===== config.mk =====
export PLATFORM = sky130hd
export DESIGN_NAME = length_prefix_deframer_unit
export DESIGN_NICKNAME = d
export VERILOG_FILES = /design/src/sv/lpd_pkg.sv /design/src/sv/lpd_frame_fsm.sv /design/src/sv/lpd_out_stage.sv /design/src/sv/length_prefix_deframer_unit.sv
export VERILOG_INCLUDE_DIRS = /design/src /design/src/sv
export SDC_FILE = /design/constraint.sdc
export NUM_CORES = 1
export LEC_CHECK = 0
export BUFFER_PORTS_ARGS = -buffer_cell sky130_fd_sc_hd__buf_4
export CORE_AREA = 2 2 136 151
export CTS_BUF_LIST = sky130_fd_sc_hd__clkbuf_4 sky130_fd_sc_hd__clkbuf_8
export DETAILED_ROUTE_END_ITERATION = 16
export DIE_AREA = 0 0 138 153
export GPL_ROUTABILITY_DRIVEN = 0
export HOLD_SLACK_MARGIN = 0.12
export PLACE_DENSITY = 0.67
export SYNTH_ARGS = -nofsm -noshare
export SYNTH_HDL_FRONTEND = slang
export SYNTH_SLANG_ARGS = --single-unit

===== constraint.sdc =====
create_clock -name clk -period 5.02 [get_ports clk]
set_clock_uncertainty 0.1 [all_clocks]
set_input_delay 1.255 -clock clk [delete_from_list [all_inputs] [get_ports clk]]
set_output_delay 1.255 -clock clk [all_outputs]
set_load 0.02 [all_outputs]

===== src/sv/assert_macros.svh =====
// assertion macros shared by the deframer modules
// no dependencies; included by files that carry concurrent checks
`ifndef ASSERT_MACROS_SVH
`define ASSERT_MACROS_SVH

// same-cycle implication, disabled while in reset
`define LPD_ASSERT_IMPL(label, clk, rst_n, ante, cons) \
    label: assert property (@(posedge clk) disable iff (!rst_n) (ante) |-> (cons)) \
        else $error("implication check failed");

// next-cycle implication, disabled while in reset
`define LPD_ASSERT_NEXT(label, clk, rst_n, ante, cons) \
    label: assert property (@(posedge clk) disable iff (!rst_n) (ante) |=> (cons)) \
        else $error("next-cycle check failed");

`endif


===== src/sv/lpd_pkg.sv =====
// shared types and constants for the length-prefix deframer
// no dependencies; imported by every deframer module
package lpd_pkg;

    localparam int unsigned HEADER_BYTES = 4;
    localparam logic [1:0]  HC_LAST      = 2'(HEADER_BYTES - 1);
    localparam logic [31:0] MAX_LEN_RESET = 32'd4096;

    typedef enum logic [1:0] {
        PH_HEADER  = 2'd0,
        PH_PAYLOAD = 2'd1,
        PH_DISCARD = 2'd2
    } phase_t;

    typedef enum logic [2:0] {
        ST_BYTE          = 3'd0,
        ST_EMPTY         = 3'd1,
        ST_OVERSIZE      = 3'd2,
        ST_SHORT_HEADER  = 3'd3,
        ST_SHORT_PAYLOAD = 3'd4,
        ST_SHORT_DISCARD = 3'd5
    } status_t;

    typedef struct packed {
        status_t     status;
        logic [7:0]  payload_byte;
        logic        last_of_frame;
        logic [31:0] frame_length;
    } result_t;

endpackage


===== src/sv/lpd_frame_fsm.sv =====
// framing state machine: header assembly, payload pass-through and discard
// depends on lpd_pkg and assert_macros.svh
`include "assert_macros.svh"

module lpd_frame_fsm
    import lpd_pkg::*;
(
    input  logic        clk,
    input  logic        rst_n,
    input  logic        accept,
    input  logic        op,
    input  logic [7:0]  data_byte,
    input  logic [31:0] max_len,
    output logic        res_valid,
    output result_t     res
);

    phase_t      phase_reg, phase_next;
    logic [1:0]  header_count_reg, header_count_next;
    logic [31:0] length_reg, length_next;
    logic [31:0] bytes_left_reg, bytes_left_next;
    logic [31:0] shifted_len;
    logic        left_le_one;

    always_ff @(posedge clk or negedge rst_n)
    begin
        if (!rst_n)
        begin
            phase_reg        <= PH_HEADER;
            header_count_reg <= 2'd0;
            length_reg       <= 32'd0;
            bytes_left_reg   <= 32'd0;
        end
        else
        begin
            phase_reg        <= phase_next;
            header_count_reg <= header_count_next;
            length_reg       <= length_next;
            bytes_left_reg   <= bytes_left_next;
        end
    end

    assign shifted_len = {length_reg[23:0], data_byte};
    assign left_le_one = (bytes_left_reg[31:1] == 31'd0);

    always_comb
    begin
        phase_next        = phase_reg;
        header_count_next = header_count_reg;
        length_next       = length_reg;
        bytes_left_next   = bytes_left_reg;
        res_valid         = 1'b0;
        res.status        = ST_BYTE;
        res.payload_byte  = 8'd0;
        res.last_of_frame = 1'b0;
        res.frame_length  = length_reg;

        if (accept)
        begin
            if (op)
            begin
                // end of stream: report what was cut short, back to idle
                res_valid = 1'b1;
                unique case (phase_reg)
                    PH_PAYLOAD: res.status = ST_SHORT_PAYLOAD;
                    PH_DISCARD: res.status = ST_SHORT_DISCARD;
                    default:
                    begin
                        res.status       = ST_SHORT_HEADER;
                        res.frame_length = 32'd0;
                    end
                endcase
                phase_next        = PH_HEADER;
                header_count_next = 2'd0;
                length_next       = 32'd0;
                bytes_left_next   = 32'd0;
            end
            else
            begin
                unique case (phase_reg)
                    PH_PAYLOAD:
                    begin
                        res_valid         = 1'b1;
                        res.payload_byte  = data_byte;
                        res.last_of_frame = left_le_one;
                        if (left_le_one)
                        begin
                            phase_next      = PH_HEADER;
                            length_next     = 32'd0;
                            bytes_left_next = 32'd0;
                        end
                        else
                        begin
                            bytes_left_next = bytes_left_reg - 32'd1;
                        end
                    end
                    PH_DISCARD:
                    begin
                        if (left_le_one)
                        begin
                            res_valid       = 1'b1;
                            res.status      = ST_OVERSIZE;
                            phase_next      = PH_HEADER;
                            length_next     = 32'd0;
                            bytes_left_next = 32'd0;
                        end
                        else
                        begin
                            bytes_left_next = bytes_left_reg - 32'd1;
                        end
                    end
                    default:
                    begin
                        phase_next  = PH_HEADER;
                        length_next = shifted_len;
                        if (header_count_reg != HC_LAST)
                        begin
                            header_count_next = header_count_reg + 2'd1;
                        end
                        else
                        begin
                            header_count_next = 2'd0;
                            if (shifted_len > max_len)
                            begin
                                phase_next      = PH_DISCARD;
                                bytes_left_next = shifted_len;
                            end
                            else if (shifted_len == 32'd0)
                            begin
                                res_valid        = 1'b1;
                                res.status       = ST_EMPTY;
                                res.frame_length = 32'd0;
                                length_next      = 32'd0;
                                bytes_left_next  = 32'd0;
                            end
                            else
                            begin
                                phase_next      = PH_PAYLOAD;
                                bytes_left_next = shifted_len;
                            end
                        end
                    end
                endcase
            end
        end
    end

    // header bytes are only counted while assembling a header
    `LPD_ASSERT_IMPL(a_count_in_header, clk, rst_n,
        header_count_reg != 2'd0, phase_reg == PH_HEADER)
    // payload and discard always have bytes still due
    `LPD_ASSERT_IMPL(a_left_nonzero, clk, rst_n,
        phase_reg != PH_HEADER, bytes_left_reg != 32'd0)
    // end of stream returns everything to the idle header state
    `LPD_ASSERT_NEXT(a_end_to_idle, clk, rst_n, accept && op,
        phase_reg == PH_HEADER && header_count_reg == 2'd0 && length_reg == 32'd0)

endmodule


===== src/sv/lpd_out_stage.sv =====
// result register with one skid entry between the state machine and the receiver
// depends on lpd_pkg and assert_macros.svh
`include "assert_macros.svh"

module lpd_out_stage
    import lpd_pkg::*;
(
    input  logic    clk,
    input  logic    rst_n,
    input  logic    res_valid,
    input  result_t res,
    output logic    in_stall,
    output logic    out_valid,
    input  logic    out_stall,
    output result_t out_res
);

    logic    out_valid_reg, out_valid_next;
    logic    skid_valid_reg, skid_valid_next;
    result_t out_reg, out_next;
    result_t skid_reg, skid_next;

    always_ff @(posedge clk or negedge rst_n)
    begin
        if (!rst_n)
        begin
            out_valid_reg  <= 1'b0;
            skid_valid_reg <= 1'b0;
        end
        else
        begin
            out_valid_reg  <= out_valid_next;
            skid_valid_reg <= skid_valid_next;
        end
    end

    always_ff @(posedge clk)
    begin
        out_reg  <= out_next;
        skid_reg <= skid_next;
    end

    always_comb
    begin
        out_valid_next  = out_valid_reg;
        out_next        = out_reg;
        skid_valid_next = skid_valid_reg;
        skid_next       = skid_reg;
        if (!out_valid_reg || !out_stall)
        begin
            // output slot frees up: skid entry goes first
            if (skid_valid_reg)
            begin
                out_next        = skid_reg;
                out_valid_next  = 1'b1;
                skid_valid_next = 1'b0;
            end
            else
            begin
                out_next       = res;
                out_valid_next = res_valid;
            end
        end
        else if (res_valid)
        begin
            skid_next       = res;
            skid_valid_next = 1'b1;
        end
    end

    assign in_stall  = skid_valid_reg;
    assign out_valid = out_valid_reg;
    assign out_res   = out_reg;

    // the skid entry is only used behind a held output
    `LPD_ASSERT_IMPL(a_skid_behind_out, clk, rst_n, skid_valid_reg, out_valid_reg)
    // nothing arrives while the skid entry is full
    `LPD_ASSERT_IMPL(a_no_overrun, clk, rst_n, skid_valid_reg, !res_valid)

endmodule


===== src/sv/length_prefix_deframer_unit.sv =====
// length-prefix deframer, top level
// depends on lpd_pkg, lpd_frame_fsm and lpd_out_stage
//
// usage:
//   input channel (in_valid / in_stall, op, data_byte): one stream byte per
//   transfer with op low, or an end-of-stream marker with op high
//   output channel (out_valid / out_stall, status, payload_byte,
//   last_of_frame, frame_length): zero or one result per input transfer
//   config: cfg_wr_en / cfg_wr_data write the maximum payload length,
//   only while the block is idle
// a result is registered before it is presented, via the skid entry if the receiver stalls
// throughput: one input transfer per cycle while in_stall is low; the framing
//   state is a handful of counters updated by a single pass of logic each byte
// each stream frame is a 4-byte big-endian length, then the payload;
//   payload bytes come out as they arrive, last one marked
// oversize frames are skipped and flagged once after the last skipped byte
// reset: state goes to the start of a header, max length to 4096,
//   no results pending
// stall: a result register plus one skid entry absorb a stalled receiver;
//   in_stall rises only once the skid entry holds a result
module length_prefix_deframer_unit
    import lpd_pkg::*;
(
    input  logic        clk,
    input  logic        rst_n,
    input  logic        in_valid,
    output logic        in_stall,
    input  logic        op,
    input  logic [7:0]  data_byte,
    output logic        out_valid,
    input  logic        out_stall,
    output logic [2:0]  status,
    output logic [7:0]  payload_byte,
    output logic        last_of_frame,
    output logic [31:0] frame_length,
    input  logic        cfg_wr_en,
    input  logic [31:0] cfg_wr_data
);

    logic [31:0] max_len_reg;
    logic        accept;
    logic        res_valid;
    result_t     res;
    result_t     out_res;

    // maximum payload length register
    always_ff @(posedge clk or negedge rst_n)
    begin
        if (!rst_n)
        begin
            max_len_reg <= MAX_LEN_RESET;
        end
        else if (cfg_wr_en)
        begin
            max_len_reg <= cfg_wr_data;
        end
    end

    // input transfer completes when valid and the skid entry is free
    assign accept = in_valid && !in_stall;

    lpd_frame_fsm u_fsm (
        .clk       (clk),
        .rst_n     (rst_n),
        .accept    (accept),
        .op        (op),
        .data_byte (data_byte),
        .max_len   (max_len_reg),
        .res_valid (res_valid),
        .res       (res)
    );

    lpd_out_stage u_out (
        .clk       (clk),
        .rst_n     (rst_n),
        .res_valid (res_valid),
        .res       (res),
        .in_stall  (in_stall),
        .out_valid (out_valid),
        .out_stall (out_stall),
        .out_res   (out_res)
    );

    // unpack the result onto the output ports
    assign status        = out_res.status;
    assign payload_byte  = out_res.payload_byte;
    assign last_of_frame = out_res.last_of_frame;
    assign frame_length  = out_res.frame_length;

endmodule


==> results.json <==
{
  "status": "complete, no violations",
  "syn_area_sq_um": 9450,
  "via_per_inst": 5.86,
  "synthArstFlopShare_pct": 53.7,
  "grt_util_all_layers_pct": 23.2,
  "num_antenna_cells": 0,
  "cp.arrival_ns": 3.63,
  "grt_overflow": 0,
  "cts_inserted_buffers": 17,
  "max_cap_violations": 0,
  "grt_setup_unrepaired": "no",
  "finalSetupTns_ns": 0,
  "yosysTopAreaCellShare_pct": 28.0,
  "rows": 54,
  "grt_pass1_wl_microns": 38600,
  "syn-num-nets": 1039,
  "cts_resized": 0,
  "fillCellCount": 1770,
  "post-place-cells": 1258,
  "busiest_layer": "met2",
  "seq_area_frac_synth_pct": 55.0,
  "vdd_drop_max_uv": 167,
  "grt_pass1_vias": 7112,
  "drc": 0,
  "postSynthAreaPerCell_sq_um": 9.87,
  "relSlewSlack_pct": 25.7,
  "clockBufferDepth": 2,
  "cp_max_fo": 44,
  "slew_viol_final": 0,
  "finalHoldViolCount": 0,
  "die_h_microns": 153,
  "ys_warn_count": 0,
  "hold_path_class": "reg2reg",
  "cts.sinks": 190,
  "tightest_slew_ns": 1.11,
  "min_period_ns": 3.52,
  "fp.coreArea_sq_um": 19600,
  "routed_wl_microns": 24200,
  "ys_ff_latch": 190,
  "clk_pin_slew_ns": 0.09,
  "ctsRootBufferMaster": "clkbuf_8",
  "path_class": "in2reg",
  "max_freq_ghz": 0.284,
  "htree_levels": 4,
  "synth.most_common_cell": "nand2_1",
  "use_met3_pct": 4.17,
  "crit_required_ns": 5.13,
  "synth_edf_count": 88,
  "synthTopCellsByCount": "nand2_1 (184), dfrtp_1 (101), edfxtp_1 (88)",
  "first_pass_iters": 6,
  "yosys.area.top_type": "edfxtp_1",
  "hpwl_microns": 16600,
  "ctsHoldBuffers": 0,
  "die_w_microns": 138,
  "cp-start-kind": "primary input",
  "yosys-top-cells-area": "edfxtp_1 (28%), dfrtp_1 (27%), nand2_1 (7.3%), ha_1 (4.8%), o21ai_0 (3.4%)",
  "start_util_pct": 48.2,
  "tritoncts": "built",
  "nets": 1107,
  "grt_max_degree": 73,
  "clkLatencyLatePin_ns": 0.48,
  "use_met1_pct": 31.4,
  "detail_route.iter0.violations": 747,
  "p_leak_uw": 0.00466,
  "synthCells": 957,
  "drt-wirelength-per-cell_microns": 18.8,
  "grt_use_met2_pct": 37.4,
  "hold_ws_ns": 0.412,
  "fin_ws_ns": 1.50,
  "yosysUniqueCellTypes": 56,
  "port_buffers": 91,
  "antenna_found_initial": 0,
  "final.period_utilization_pct": 70.2,
  "postRouteAntennaNets": 0,
  "ys.flop_type": "dfrtp_1",
  "pwr_density_cell_nw_per_um2": 345,
  "io_pins": 92,
  "dp_slack_ns": 1.04,
  "final_layout_size_suffix_gt1_share_pct": 14.7,
  "die-area_sq_um": 21100,
  "post-route-util_pct": 55.1,
  "end_kind": "flop",
  "post_cts_buffers": 0,
  "dr_total_vias": 7557,
  "syn_to_final_growth_pct": 14.3,
  "setup_viol": 0,
  "stdcell_count": 1290
}
layer usage:
metal,part of all wire [%],wire (microns),vias up
li1,-,-,3566
met1,42,10200,3663
met2,48,11700,272
met3,6.7,1620,56
met4,3.0,739,0
met5,0,0,-
cell usage in the layout, fill, tap and decap left out, types with 4 or more instances in the layout:
cell type | synthesis | routed
o21ai_0 | 65 | 65
o21ai_1 | 37 | 36
nor4_1 | 12 | 12
nand2_1 | 184 | 183
a21boi_0 | 28 | 28
a21o_1 | 13 | 13
nand2b_1 | 11 | 11
inv_1 | 57 | 57
or3_1 | 6 | 6
clkbuf_8 | 0 | 19
nand4_1 | 12 | 12
buf_4 | 2 | 104
o21a_1 | 4 | 4
a221o_1 | 31 | 31
nor3_1 | 15 | 15
o211ai_1 | 5 | 5
and2_1 | 10 | 10
o22ai_1 | 14 | 14
edfxtp_1 | 88 | 88
nor2_1 | 62 | 60
ha_1 | 36 | 36
dfrtp_1 | 101 | 100
nand3_1 | 10 | 10
o2bb2ai_1 | 5 | 5
bufinv_16 | 0 | 4
a32oi_1 | 5 | 5
a21oi_1 | 44 | 44
o31a_1 | 7 | 7
critical path: stages:
cell and delay, ns:
buf_4 0.13, ha_1 0.29, nor2b_1 0.14, o211ai_1 0.09, a2111o_1 0.38, a311oi_1 0.54, a211oi_2 0.09, buf_4 0.23
a22o_2 0.26, buf_12 0.19
logic make-up after synthesis:
family	after synthesis	share of synthesized area [%]
and+or+nand+nor	342	16.2
AOI/OAI and AO/OA	275	19.1
DFF	190	55.0
buffers and inverters	113	4.81
adders and majority gates	36	4.77
muxes	1	0.119
metrics by stage:
step                      power, uW  instance area (sq um)
after global routing           3890                  10800
after detailed placement       2620                  10300
after global placement         2610                  10300
final                          3720                  10800
after floorplan                2350                   9450
after CTS                      3740                  10800
worst paths after layout:
check | from | to | slack, ns | cells after the start
max reg2reg | u_fsm.bytes_left_reg[10]$_DFFE_PN0P_ | u_fsm.bytes_left_reg[28]$_DFFE_PN0P_ | 1.56 | 6
max | data_byte[1] | u_out.skid_reg[35]$_DFFE_PP_ | 1.50 | 10
min reg2reg | u_fsm.bytes_left_reg[31]$_DFFE_PN0P_ | u_fsm.bytes_left_reg[31]$_DFFE_PN0P_ | 0.41 | 1
max in group asynchronous | rst_n | u_fsm.bytes_left_reg[19]$_DFFE_PN0P_ | 3.19 | 2
min | u_fsm.bytes_left_reg[31]$_DFFE_PN0P_ | u_fsm.bytes_left_reg[31]$_DFFE_PN0P_ | 0.41 | 1
min in group asynchronous | rst_n | max_len_reg[13]$_DFFE_PN0P_ | 0.78 | 1
area by class of cell:
| cell class | instances | area, sq um | area share, % |
|---|---|---|---|
| Clock buffer | 22 | 284 | 2.63 |
| Clock inverter | 10 | 160 | 1.48 |
| Inverter | 57 | 214 | 1.98 |
| Multi-Input combinational cell | 654 | 3820 | 35.4 |
| Sequential cell | 190 | 5200 | 48.2 |
| Tap cell | 252 | 315 | 2.92 |
| Timing Repair Buffer | 105 | 801 | 7.42 |
report_power, final:
group          internal, uW  total, uW  switching, uW
clock network           587       1130            545
registers              1770       1890            121
logic                   264        702            438
Power figures use the tool's default switching activity.
